==> config.mk <==
export PLATFORM = sky130hd
export DESIGN_NAME = linear_probe_hash_table_top
export DESIGN_NICKNAME = d
export VERILOG_FILES = /design/src/rtl/lpht_pkg.sv /design/src/rtl/lpht_ram.sv /design/src/rtl/linear_probe_hash_table_top.sv
export SDC_FILE = /design/constraint.sdc
export NUM_CORES = 2
export LEC_CHECK = 0
export ABC_CLOCK_PERIOD_IN_PS = 7950
export BUFFER_PORTS_ARGS = -buffer_cell sky130_fd_sc_hd__buf_2
export CAP_MARGIN = 10
export CORE_AREA = 5 5 618 620
export CTS_BUF_LIST = sky130_fd_sc_hd__clkbuf_16
export CTS_CLUSTER_SIZE = 25
export DETAILED_ROUTE_END_ITERATION = 10
export DIE_AREA = 0 0 623 625
export PLACE_DENSITY_LB_ADDON = 0.08
export RECOVER_POWER = 50
export SLEW_MARGIN = 10
export SYNTH_ARGS = -nofsm -noshare
export SYNTH_HDL_FRONTEND = slang
export SYNTH_MEMORY_MAX_BITS = 65536
export SYNTH_SLANG_ARGS = --single-unit
==> constraint.sdc <==
create_clock -name clk -period 7.95 [get_ports clk]
set_clock_uncertainty 0.1 [all_clocks]
set_input_delay 1.59 -clock clk [delete_from_list [all_inputs] [get_ports clk]]
set_output_delay 1.59 -clock clk [all_outputs]
set_load 0.01 [all_outputs]
==> src/rtl/lpht_pkg.sv <==
package lpht_pkg;

  localparam int MOD_W  = 7;
  localparam int SLOT_W = 6;
  localparam int STAT_W = 2;
  localparam int KEY_W  = 64;

  localparam logic [MOD_W-1:0] MOD_RESET = 7'd61;

  localparam logic [STAT_W-1:0] ST_OK   = 2'd0;
  localparam logic [STAT_W-1:0] ST_MISS = 2'd1;
  localparam logic [STAT_W-1:0] ST_FULL = 2'd2;
  localparam logic [STAT_W-1:0] ST_ZERO = 2'd3;

  localparam logic CMD_INSERT = 1'b0;
  localparam logic CMD_LOOKUP = 1'b1;

  // datapath operations
  typedef enum logic [3:0] {
    OP_NOP,
    OP_CLEAR,
    OP_ACCEPT,
    OP_DIV,
    OP_WRAP,
    OP_HOME,
    OP_PROBE,
    OP_FINISH,
    OP_FAIL,
    OP_REJECT
  } op_t;

  // sequencer conditions
  typedef enum logic [2:0] {
    C_NEVER,
    C_ALWAYS,
    C_NO_START,
    C_KEY_ZERO,
    C_CNT_MORE,
    C_HIT,
    C_PROBE_MORE,
    C_CLR_MORE
  } cond_t;

  // program steps
  typedef enum logic [3:0] {
    S_CLEAR,
    S_IDLE,
    S_ZCHK,
    S_DIV1,
    S_WRAP,
    S_HOME,
    S_PROBE,
    S_FAIL,
    S_DONE,
    S_REJ
  } step_t;

  typedef struct packed {
    op_t   op;
    cond_t jmp;     // jump to target when true
    step_t target;
    cond_t hold;    // else repeat this step when true
  } ctrl_t;

  function automatic ctrl_t ucode(step_t s);
    ctrl_t w;
    case (s)
      S_CLEAR: w = '{OP_CLEAR,  C_NEVER,    S_IDLE,  C_CLR_MORE};
      S_IDLE:  w = '{OP_ACCEPT, C_NEVER,    S_IDLE,  C_NO_START};
      S_ZCHK:  w = '{OP_NOP,    C_KEY_ZERO, S_REJ,   C_NEVER};
      S_DIV1:  w = '{OP_DIV,    C_NEVER,    S_IDLE,  C_CNT_MORE};
      S_WRAP:  w = '{OP_WRAP,   C_NEVER,    S_IDLE,  C_NEVER};
      S_HOME:  w = '{OP_HOME,   C_NEVER,    S_IDLE,  C_NEVER};
      S_PROBE: w = '{OP_PROBE,  C_HIT,      S_DONE,  C_PROBE_MORE};
      S_FAIL:  w = '{OP_FAIL,   C_ALWAYS,   S_IDLE,  C_NEVER};
      S_DONE:  w = '{OP_FINISH, C_ALWAYS,   S_IDLE,  C_NEVER};
      S_REJ:   w = '{OP_REJECT, C_ALWAYS,   S_IDLE,  C_NEVER};
      default: w = '{OP_NOP,    C_ALWAYS,   S_IDLE,  C_NEVER};
    endcase
    return w;
  endfunction

endpackage

==> src/rtl/lpht_ram.sv <==
module lpht_ram #(
  parameter int WIDTH = 64,
  parameter int DEPTH = 64
) (
  input  logic                     clk,
  input  logic                     we,
  input  logic [$clog2(DEPTH)-1:0] waddr,
  input  logic [WIDTH-1:0]         wdata,
  input  logic                     re,
  input  logic [$clog2(DEPTH)-1:0] raddr,
  output logic [WIDTH-1:0]         rdata
);

  logic [WIDTH-1:0] mem [DEPTH];
  logic [WIDTH-1:0] rdata_r;

  always_ff @(posedge clk) begin
    if (we) begin
      mem[waddr] <= wdata;
    end
    if (re) begin
      rdata_r <= mem[raddr];
    end
  end

  assign rdata = rdata_r;

endmodule

==> src/rtl/linear_probe_hash_table_top.sv <==
// Open-addressing hash table with linear probing, driven by a small microcoded
// sequencer. A transaction is accepted at a clock edge with start high and busy
// low; its one result appears on out_status/out_slot for exactly one cycle with
// out_valid high, and the receiver cannot hold it off. After reset the block
// sweeps the key store to zero, one slot per cycle, and busy stays high until
// the sweep ends. Busy then stays high through each transaction's steps: a
// check for a zero key, a bit-serial restoring division over the SUM_W bits of
// the byte sum that gives the sum mod the modulus register, a wrap of that to
// the table size through a small constant table, a read of the home slot,
// probing that checks one slot per cycle (1 to TABLE_SIZE slots) from the key
// memory, which has separate read and write ports, and a last finish step. A
// zero key goes from the check straight to a reject step. The result strobe
// falls in the first idle cycle, so a new start may be given in that same
// cycle.
module linear_probe_hash_table_top #(
  parameter int TABLE_SIZE = 64,
  parameter int KEY_CHARS  = 8
) (
  input  logic                        clk,
  input  logic                        rst_n,
  input  logic                        start,
  output logic                        busy,
  input  logic                        in_cmd,
  input  logic [lpht_pkg::KEY_W-1:0]  in_key_bytes,
  output logic                        out_valid,
  output logic [lpht_pkg::STAT_W-1:0] out_status,
  output logic [lpht_pkg::SLOT_W-1:0] out_slot,
  input  logic                        cfg_we,
  input  logic [lpht_pkg::MOD_W-1:0]  cfg_wdata
);

  import lpht_pkg::*;

  localparam int AW    = $clog2(TABLE_SIZE);
  localparam int KW    = 8 * KEY_CHARS;
  localparam int SUM_W = $clog2(255 * KEY_CHARS + 1);
  localparam int DIV_W = MOD_W;
  localparam int CNT_W = $clog2(SUM_W + 1);

  // sequencer state
  step_t pc_r, pc_nxt;
  ctrl_t cw;

  // configuration
  logic [MOD_W-1:0] mod_r;

  // datapath registers
  logic             cmd_r;
  logic [KW-1:0]    key_r;
  logic [SUM_W-1:0] dvd_r;
  logic [DIV_W-1:0] rem_r;
  logic [DIV_W-1:0] div_r;
  logic [CNT_W-1:0] cnt_r;
  logic [AW-1:0]    cur_r;   // probe slot, also the clear sweep address
  logic [AW-1:0]    prb_r;   // slots probed so far

  logic              out_valid_r;
  logic [STAT_W-1:0] out_status_r;
  logic [SLOT_W-1:0] out_slot_r;

  // key store port
  logic          ram_we, ram_re;
  logic [AW-1:0] ram_waddr, ram_raddr;
  logic [KW-1:0] ram_wdata, ram_rdata;

  // datapath combinational values
  logic [SUM_W-1:0]     sum_c;
  logic [MOD_W-1:0]     mod_eff;
  logic [DIV_W:0]       shifted;
  logic [DIV_W-1:0]     rem_step;
  logic [AW-1:0]        cur_inc;
  logic                 empty, match, hit;
  logic                 key_zero, cnt_more, prb_more, clr_more;
  logic [AW+SLOT_W-1:0] slot_ext;

  function automatic logic cond_true(cond_t c, logic st, logic kz, logic cm,
                                     logic ht, logic pm, logic clm);
    logic r;
    case (c)
      C_NEVER:      r = 1'b0;
      C_ALWAYS:     r = 1'b1;
      C_NO_START:   r = !st;
      C_KEY_ZERO:   r = kz;
      C_CNT_MORE:   r = cm;
      C_HIT:        r = ht;
      C_PROBE_MORE: r = pm;
      C_CLR_MORE:   r = clm;
      default:      r = 1'b0;
    endcase
    return r;
  endfunction

  // remainder wrapped to the table size, a constant table over all remainders
  function automatic logic [AW-1:0] wrap_home(logic [MOD_W-1:0] r);
    logic [AW-1:0] w;
    w = '0;
    for (int v = 0; v < (1 << MOD_W); v++) begin
      if (r == MOD_W'(v)) begin
        w = AW'(v % TABLE_SIZE);
      end
    end
    return w;
  endfunction

  // byte sum over the used key characters
  always_comb begin
    sum_c = '0;
    for (int i = 0; i < KEY_CHARS; i++) begin
      sum_c = sum_c + SUM_W'(in_key_bytes[8*i +: 8]);
    end
  end

  // a zero modulus divides by one
  assign mod_eff = (mod_r == '0) ? MOD_W'(1) : mod_r;

  // one restoring division step
  assign shifted  = {rem_r, dvd_r[SUM_W-1]};
  assign rem_step = (shifted >= {1'b0, div_r}) ? DIV_W'(shifted - {1'b0, div_r})
                                               : DIV_W'(shifted);

  // wrap at the table size
  assign cur_inc = (cur_r == AW'(TABLE_SIZE - 1)) ? '0 : cur_r + 1'b1;

  // probe decision on the slot just read
  assign empty = (ram_rdata == '0);
  assign match = (ram_rdata == key_r);
  assign hit   = (cmd_r == CMD_INSERT) ? empty : (match || empty);

  assign key_zero = (key_r == '0);
  assign cnt_more = (cnt_r != CNT_W'(1));
  assign prb_more = (prb_r != AW'(TABLE_SIZE - 1));
  assign clr_more = (cur_r != AW'(TABLE_SIZE - 1));

  assign slot_ext = {{SLOT_W{1'b0}}, cur_r};

  // fetch the control word and pick the next step
  always_comb begin
    cw = ucode(pc_r);
    if (cond_true(cw.jmp, start, key_zero, cnt_more, hit, prb_more, clr_more)) begin
      pc_nxt = cw.target;
    end else if (cond_true(cw.hold, start, key_zero, cnt_more, hit, prb_more,
                           clr_more)) begin
      pc_nxt = pc_r;
    end else begin
      pc_nxt = step_t'(pc_r + 4'd1);
    end
  end

  always_ff @(posedge clk) begin
    if (!rst_n) begin
      pc_r <= S_CLEAR;
    end else begin
      pc_r <= pc_nxt;
    end
  end

  // key store access per operation
  always_comb begin
    ram_we    = 1'b0;
    ram_waddr = cur_r;
    ram_wdata = '0;
    ram_re    = 1'b0;
    ram_raddr = cur_inc;
    case (cw.op)
      OP_CLEAR: begin
        ram_we = 1'b1;
      end
      OP_HOME: begin
        ram_re    = 1'b1;
        ram_raddr = cur_r;
      end
      OP_PROBE: begin
        ram_re = !hit;
      end
      OP_FINISH: begin
        ram_we    = (cmd_r == CMD_INSERT);
        ram_wdata = key_r;
      end
      default: begin
      end
    endcase
  end

  lpht_ram #(
    .WIDTH (KW),
    .DEPTH (TABLE_SIZE)
  ) u_store (
    .clk   (clk),
    .we    (ram_we),
    .waddr (ram_waddr),
    .wdata (ram_wdata),
    .re    (ram_re),
    .raddr (ram_raddr),
    .rdata (ram_rdata)
  );

  // configuration register
  always_ff @(posedge clk) begin
    if (!rst_n) begin
      mod_r <= MOD_RESET;
    end else if (cfg_we) begin
      mod_r <= cfg_wdata;
    end
  end

  // control-side datapath registers
  always_ff @(posedge clk) begin
    if (!rst_n) begin
      cur_r       <= '0;
      out_valid_r <= 1'b0;
    end else begin
      out_valid_r <= (cw.op == OP_FINISH) || (cw.op == OP_FAIL) ||
                     (cw.op == OP_REJECT);
      case (cw.op)
        OP_CLEAR: cur_r <= cur_inc;
        OP_WRAP:  cur_r <= wrap_home(rem_r);
        OP_PROBE: begin
          if (!hit) begin
            cur_r <= cur_inc;
          end
        end
        default: begin
        end
      endcase
    end
  end

  // payload datapath registers
  always_ff @(posedge clk) begin
    case (cw.op)
      OP_ACCEPT: begin
        // latched every idle cycle, only the accepted transaction matters
        cmd_r <= in_cmd;
        key_r <= in_key_bytes[KW-1:0];
        dvd_r <= sum_c;
        rem_r <= '0;
        div_r <= DIV_W'(mod_eff);
        cnt_r <= CNT_W'(SUM_W);
      end
      OP_DIV: begin
        rem_r <= rem_step;
        dvd_r <= dvd_r << 1;
        cnt_r <= cnt_r - 1'b1;
      end
      OP_HOME: begin
        prb_r <= '0;
      end
      OP_PROBE: begin
        if (!hit) begin
          prb_r <= prb_r + 1'b1;
        end
      end
      OP_FINISH: begin
        if ((cmd_r == CMD_LOOKUP) && empty) begin
          out_status_r <= ST_MISS;
          out_slot_r   <= '0;
        end else begin
          out_status_r <= ST_OK;
          out_slot_r   <= slot_ext[SLOT_W-1:0];
        end
      end
      OP_FAIL: begin
        out_status_r <= (cmd_r == CMD_INSERT) ? ST_FULL : ST_MISS;
        out_slot_r   <= '0;
      end
      OP_REJECT: begin
        out_status_r <= ST_ZERO;
        out_slot_r   <= '0;
      end
      default: begin
      end
    endcase
  end

  // busy whenever the sequencer is off its idle step
  assign busy       = (pc_r != S_IDLE);
  assign out_valid  = out_valid_r;
  assign out_status = out_status_r;
  assign out_slot   = out_slot_r;

endmodule

Yosys cells after proc, flatten, opt, wreduce, memory -nomap -nowiden --
Memory sizes are Yosys's and may differ from the RTL's. A register that Yosys moved wholly into a read port is not among the register bits. Index checks and enable logic that the tools add are counted.
Word-level totals: flip-flop bits (word level) 126, RAM bits 4096, memory bits (read-only) 192, input port bits 76, logic and storage cells 361, memories 2
Memory list:
- u_store.mem | depth 64, width 64, rd ports 1, clocked after Yosys merged registers in 1, write ports 1, RTL line lpht_ram.sv:14 | logic [WIDTH-1:0] mem [DEPTH];
- (name not given) | depth 16, width 12, rd ports 1, clocked after Yosys merged registers in 1, write ports 0, RTL line lpht_pkg.sv:67 | case (s)
Operators by class: add/subtract/negate cells 12, order comparisons 1, equal/unequal tests 158, multiplexer cells 155, bitwise logic cells 1, reduce and logical (&&, ||, !) cells 19
Operators by type and width (number):
- $mux 6 | 131
- $eq 7x7->1 const B | 64
- $eq 7x6->1 const B | 32
- $logic_not 64->1 | 2
- $eq 7x5->1 const B | 16
- $eq 64x64->1 | 1
- $mux 64 | 1
- $eq 7x4->1 const B | 8
- $add 11x8->11 | 4
- $eq 7x3->1 const B | 4
- $eq 3x3->1 const B | 8
- $pmux 6 s2 | 2
- $pmux 11 s2 | 1
- $pmux 6 s3 | 1
- $eq 4x3->1 const B | 4
- $mux 4 | 4
- $pmux 1 s8 | 2
- $eq 7x2->1 const B | 2
- $pmux 7 s2 | 1
- $add 6x1->6 const B | 2
- $eq 3x2->1 const B | 4
- $ne 6x6->1 const B | 2
- $add 10x8->11 | 1
- $add 9x8->10 | 1
- 29 further kinds | 48

Depth between registers and ports, before layout --
word-level depth 129, gate-level depth with buffers 20, depth with buffers taken out 20

Cells and area by module --
From an unflattened synthesis, not the netlist that was laid out.
Second synthesis, totals: cell total of the unflattened synthesis 7625, area total of the unflattened synthesis 166138.1 sq um
Modules (own cells, without submodules):
- lpht_ram | times used 1, cells each 6812, area each 157528.6 sq um, sequential area each 124919.8 sq um
- linear_probe_hash_table_top | times used 1, cells each 813, area each 8609.5 sq um, sequential area each 3843.7 sq um

Least setup slack after synthesis --
OpenSTA, ideal clock, no wires.
path type register to register, start register u_store.rdata_r[50] (netlist: u_store.rdata[50]), read port of u_store.mem, end register u_store.rdata_r[0] (netlist: u_store.rdata[0]), read port of u_store.mem, enable pin, arrival 5.601 ns, required time 7.275 ns, slack 1.674 ns, stages on the path, launching flop included 7, buffers on the path 0, period minus slack after synthesis 6.276 ns, cell sequence edfxtp_1 > nand2b_1 > o2111ai_1 > nor4_1 > and4_1 > a21o_1 > o21ai_0
Between the ends: word-level cells in the longest chain between the ends 5, elaborated cells on any way between the ends 6
Ends and longest elaborated chain:
- start, declared | RTL line lpht_ram.sv:15 | logic [WIDTH-1:0] rdata_r;
- $eq 64x64->1 / $logic_not 64->1 (equally long branches) | RTL line linear_probe_hash_table_top.sv:126, linear_probe_hash_table_top.sv:125
- $logic_or 1x1->1 | RTL line linear_probe_hash_table_top.sv:127 | assign hit = (cmd_r == CMD_INSERT) ? empty : (match || empty);
- $mux 1 (*) | RTL line linear_probe_hash_table_top.sv:127
- $logic_not 1->1 (*)
- $pmux 1 s2 (*) | RTL line linear_probe_hash_table_top.sv:164 | case (cw.op)
- named net ram_re | RTL line linear_probe_hash_table_top.sv:62 | logic ram_we, ram_re;
The timed path passes the listed nets; every way through them passes the cells marked *. A chain may end at the register's enable or synchronous reset.

Worst setup path after layout --
start register cw[13] (netlist name), end memory u_store.mem[20][58], data pin
Between the ends: word-level cells in the longest chain between the ends 2
Ends and longest elaborated chain:
- $eq 4x3->1 | RTL line linear_probe_hash_table_top.sv:164
- $mux 64 | RTL line linear_probe_hash_table_top.sv:164
- named net ram_wdata[58] | RTL line linear_probe_hash_table_top.sv:64 | logic [KW-1:0] ram_wdata, ram_rdata;
- end, declared | RTL line lpht_ram.sv:14
The timed path passes the listed nets, and every way through them passes these cells.

==> run_results.csv <==
group,metric,value,unit
status,status,"finished, violations left",
status,violations,"max-capacitance violations, max-slew violations",
final_layout,layout_common_cells,"edfxtp_1, mux4_2, clkbuf_16",
critical_path,endpoint_kind,"register",
critical_path,worstPathCellList,"and2b_1 -> and3_1 -> clkbuf_1 -> and2_1",
cts,cts_max_path_buffers,4,
sta,worstMarginPinSlew,4824,ps
logic_synthesis,synth.cell_area,168100,µm²
hold_path,min_from,"mod_r[4]",
logic_synthesis,syn_nets,7742,
cts,ctsResizeCount,0,
cts,cts-buffers-inserted,451,
placed_design,port_buffers,85,
sta,min_period_over_period,88.54,%
logic_synthesis,ys_types,67,
grt,grt-ovfl-total,0,
critical_path,cp.required,8310,ps
cts,ctsRootBufferMaster,"clkbuf_16",
critical_path,critPathTopFamily,"simple AND/OR/NAND/NOR gates",
logic_synthesis,synth_edf_count,4268,
grt,grt_max_degree,95,
cts,post-cts-setup-buffer-count,0,
floorplanning,io_pins,86,
detailed_routing,firstDrtPassIters,6,
sta,max_clock_freq,0.1421,GHz
floorplanning,row_count,225,
power,vdd_drop_max,0.3359,mV
floorplanning,dieArea,389400,µm²
floorplanning,start_util,44.83,%
critical_path,rrSetupSlack,910,ps
sta,relSlewSlack,-221.6,%
cts,hold_buffers,0,
final_layout,final_common_cell,"edfxtp_1",
final_layout,finalNetCount,8188,
logic_synthesis,synthFlopType,"edfxtp_1",
sta,hold_slack,376.7,ps
grt,grt_pass1_vias,83700,
floorplanning,coreArea,375000,µm²
detailed_routing,wl_per_cell,38.71,µm
placed_design,dp_hpwl,287700,µm
cts,clkTransAtPathRegs,60,ps
hold_path,min_to,"div_r[4]",
detailed_routing,drtAntennaViolNets,0,
final_layout,fin_area,189600,µm²
cts,cts_tree,"built",
logic_synthesis,ys_ff_latch,4298,
critical_path,worst-r2r-cell-count,4,
critical_path,r2r_end,"u_store.mem[20][58]",
job,maxCapViolCount,125,
logic_synthesis,syn_area_per_cell,22.15,µm²
critical_path,critPathMaxFanout,64,
logic_synthesis,ys_async_sr_fraction,0,%
cts,htree_num_levels,5,
critical_path,critical_path.max_stage_delay,2470,ps
critical_path,r2r_start,"cw[13]",
final_layout,area_growth,12.79,%
detailed_routing,routed-via-count,83700,
critical_path,arrival,7400,ps
critical_path,crit_type,"register to register",
final_layout,drive_gt1_share,25.80,%
detailed_routing,avgViaCountPerCell,6.239,
grt,grt_pass1_wl,708500,µm
logic_synthesis,yosysSeqAreaShare,76.59,%
sta,rsz0062_at_grt,"no",
placed_design,placed_area,176200,µm²
final_layout,final_util,50.57,%
floorplanning,fp.dieH,625,µm
detailed_routing,wirelength,519400,µm
cts,cts_sinks,4298,
sta,setup_viol,0,
power,p_leak,59.64,nW
critical_path,worstPathBufferInverterCount,1,
grt,antenna_found_initial,36,
placed_design,gp_congestion,0.8882,
detailed_routing,route.detailed.drc,0,
cts,clock_latency,990,ps
logic_synthesis,synthCells,7589,
detailed_routing,drtIter0Drc,10260,
sta,tns,0,ps
sta,hold_violations,0,
sta,maxSlewViolCount,3866,
grt,groute.usage.overall,26.29,%
hold_path,hold_path.class,"register to register",
logic_synthesis,yosys_warnings,0,
sta,min_period,7039,ps
critical_path,critPathSlowestCell,"clkbuf_1",
floorplanning,dieWidth,623,µm
power,p_per_area,348.6,nW/µm²
hold_path,min_path_cells,0,
critical_path,worstSetupStartpointType,"register",
==> worst max-delay path by stage <==
| stage | from | endpoint | slack (ps) | cells after the start |
|---|---|---|---|---|
| floorplan | u_store.rdata[50] | u_store.rdata[0] | 1670 | 6 |
| global placement | in_key_bytes[26] | dvd_r[10] | 1490 | 19 |
| CTS | cur_r[3] | u_store.rdata[40] | 1660 | 12 |
| detailed placement | in_key_bytes[26] | dvd_r[9] | 1600 | 17 |
| finish | cw[13] | u_store.mem[20][58] | 910 | 4 |
| global route | cw[13] | u_store.mem[1][58] | 840 | 4 |
==> metal layers <==
layer	vias to the layer above	track usage [%]	routed length [µm]
li1	32700	-	-
met1	46160	37.58	213900
met2	3971	41.38	243300
met3	864	4.955	42800
met4	2	8.124	19330
met5	-	0	20
==> cell usage after synthesis (3+ instances only) <==
library cell	instances	area share, %
o2111ai_1	3	0.016
xnor2_1	48	0.25
and2_1	76	0.28
dfxtp_1	30	0.36
a21o_1	7	0.031
nand2_1	310	0.69
nor3b_1	5	0.022
mux2_2	258	1.7
nor2b_1	18	0.067
ha_1	29	0.22
buf_6	88	0.59
mux2i_1	267	1.6
edfxtp_1	4268	76
nand2b_1	27	0.10
nand3_1	13	0.039
nand4_1	91	0.34
nor2_1	120	0.27
a21oi_1	32	0.095
or3_1	4	0.015
buf_1	34	0.076
o2111a_1	5	0.033
inv_1	99	0.22
o21a_1	9	0.040
nor4_1	41	0.15
buf_4	11	0.049
mux4_2	1024	14
nand3b_1	3	0.013
clkbuf_1	215	0.48
o31ai_1	3	0.013
buf_2	51	0.15
nor3_1	16	0.048
o211ai_1	258	1.2
and3_1	5	0.019
xor2_1	10	0.052
a211oi_1	5	0.022
o21ai_0	19	0.057
fa_1	48	0.57
==> kinds of logic (layout without fill, tap and decap cells) <==
group	Yosys count	after routing	synth area share (%)
DFF	4298	4298	76.59
muxes	1549	1549	17.04
and+or+nand+nor	742	742	2.126
buffers and inverters	499	1312	1.570
AOI/OAI and AO/OA	366	366	1.591
adders and majority gates	77	77	0.7874
xor gates and xnor gates	58	58	0.3021
other	0	19	0
==> final cells by class <==
class,count,area [µm²]
timing repair buffer,392,2970
multi-input combinational,2792,36910
clock buffer,461,11540
fill,29940,185400
clock inverter,359,2774
antenna,19,47.55
sequential,4298,128800
inverter,100,375.4
tap,4994,6248
==> power by group <==
part | leakage, nW | internal, mW | total, mW | switching [mW]
clock network | 7.42 | 11.8 | 20.5 | 8.72
registers | 37.8 | 25.9 | 26.5 | 0.542
logic | 14.4 | 8.74 | 19.1 | 10.4
total | 59.6 | 46.5 | 66.1 | 19.6
==> worst register-to-register path, delay by kind of cell (launching register included) <==
family,cells,cell delay (ps)
buffers and inverters,1,2520
flip-flops,1,370
AND/OR/NAND/NOR,3,3490
==> state kept, by name, summed over array words and instances, names as in the netlist, 4 cells and up <==
name	cells
cnt_r	4
cur_r	6
cw	12
div_r	7
dvd_r	11
key_r	64
mod_r	7
out_slot	6
pc_r	4
prb_r	6
rem_r	7
u_store.mem	4096
u_store.rdata	64
==> metrics by stage <==
| stage | worst slack [ps] | instances | power (mW) |
|---|---|---|---|
| 6_report | 911.4 | 13420 | 66.11 |
| 5_1_grt | 838.9 | 13410 | 68.72 |
| 3_3_place_gp | 1489 | 12570 | 46.24 |
| 4_1_cts | 1663 | 13390 | 66.73 |
| 2_1_floorplan | 1674 | 7589 | 40.15 |
| 3_5_place_dp | 1600 | 12570 | 46.25 |
Power figures use the tool's default switching activity.
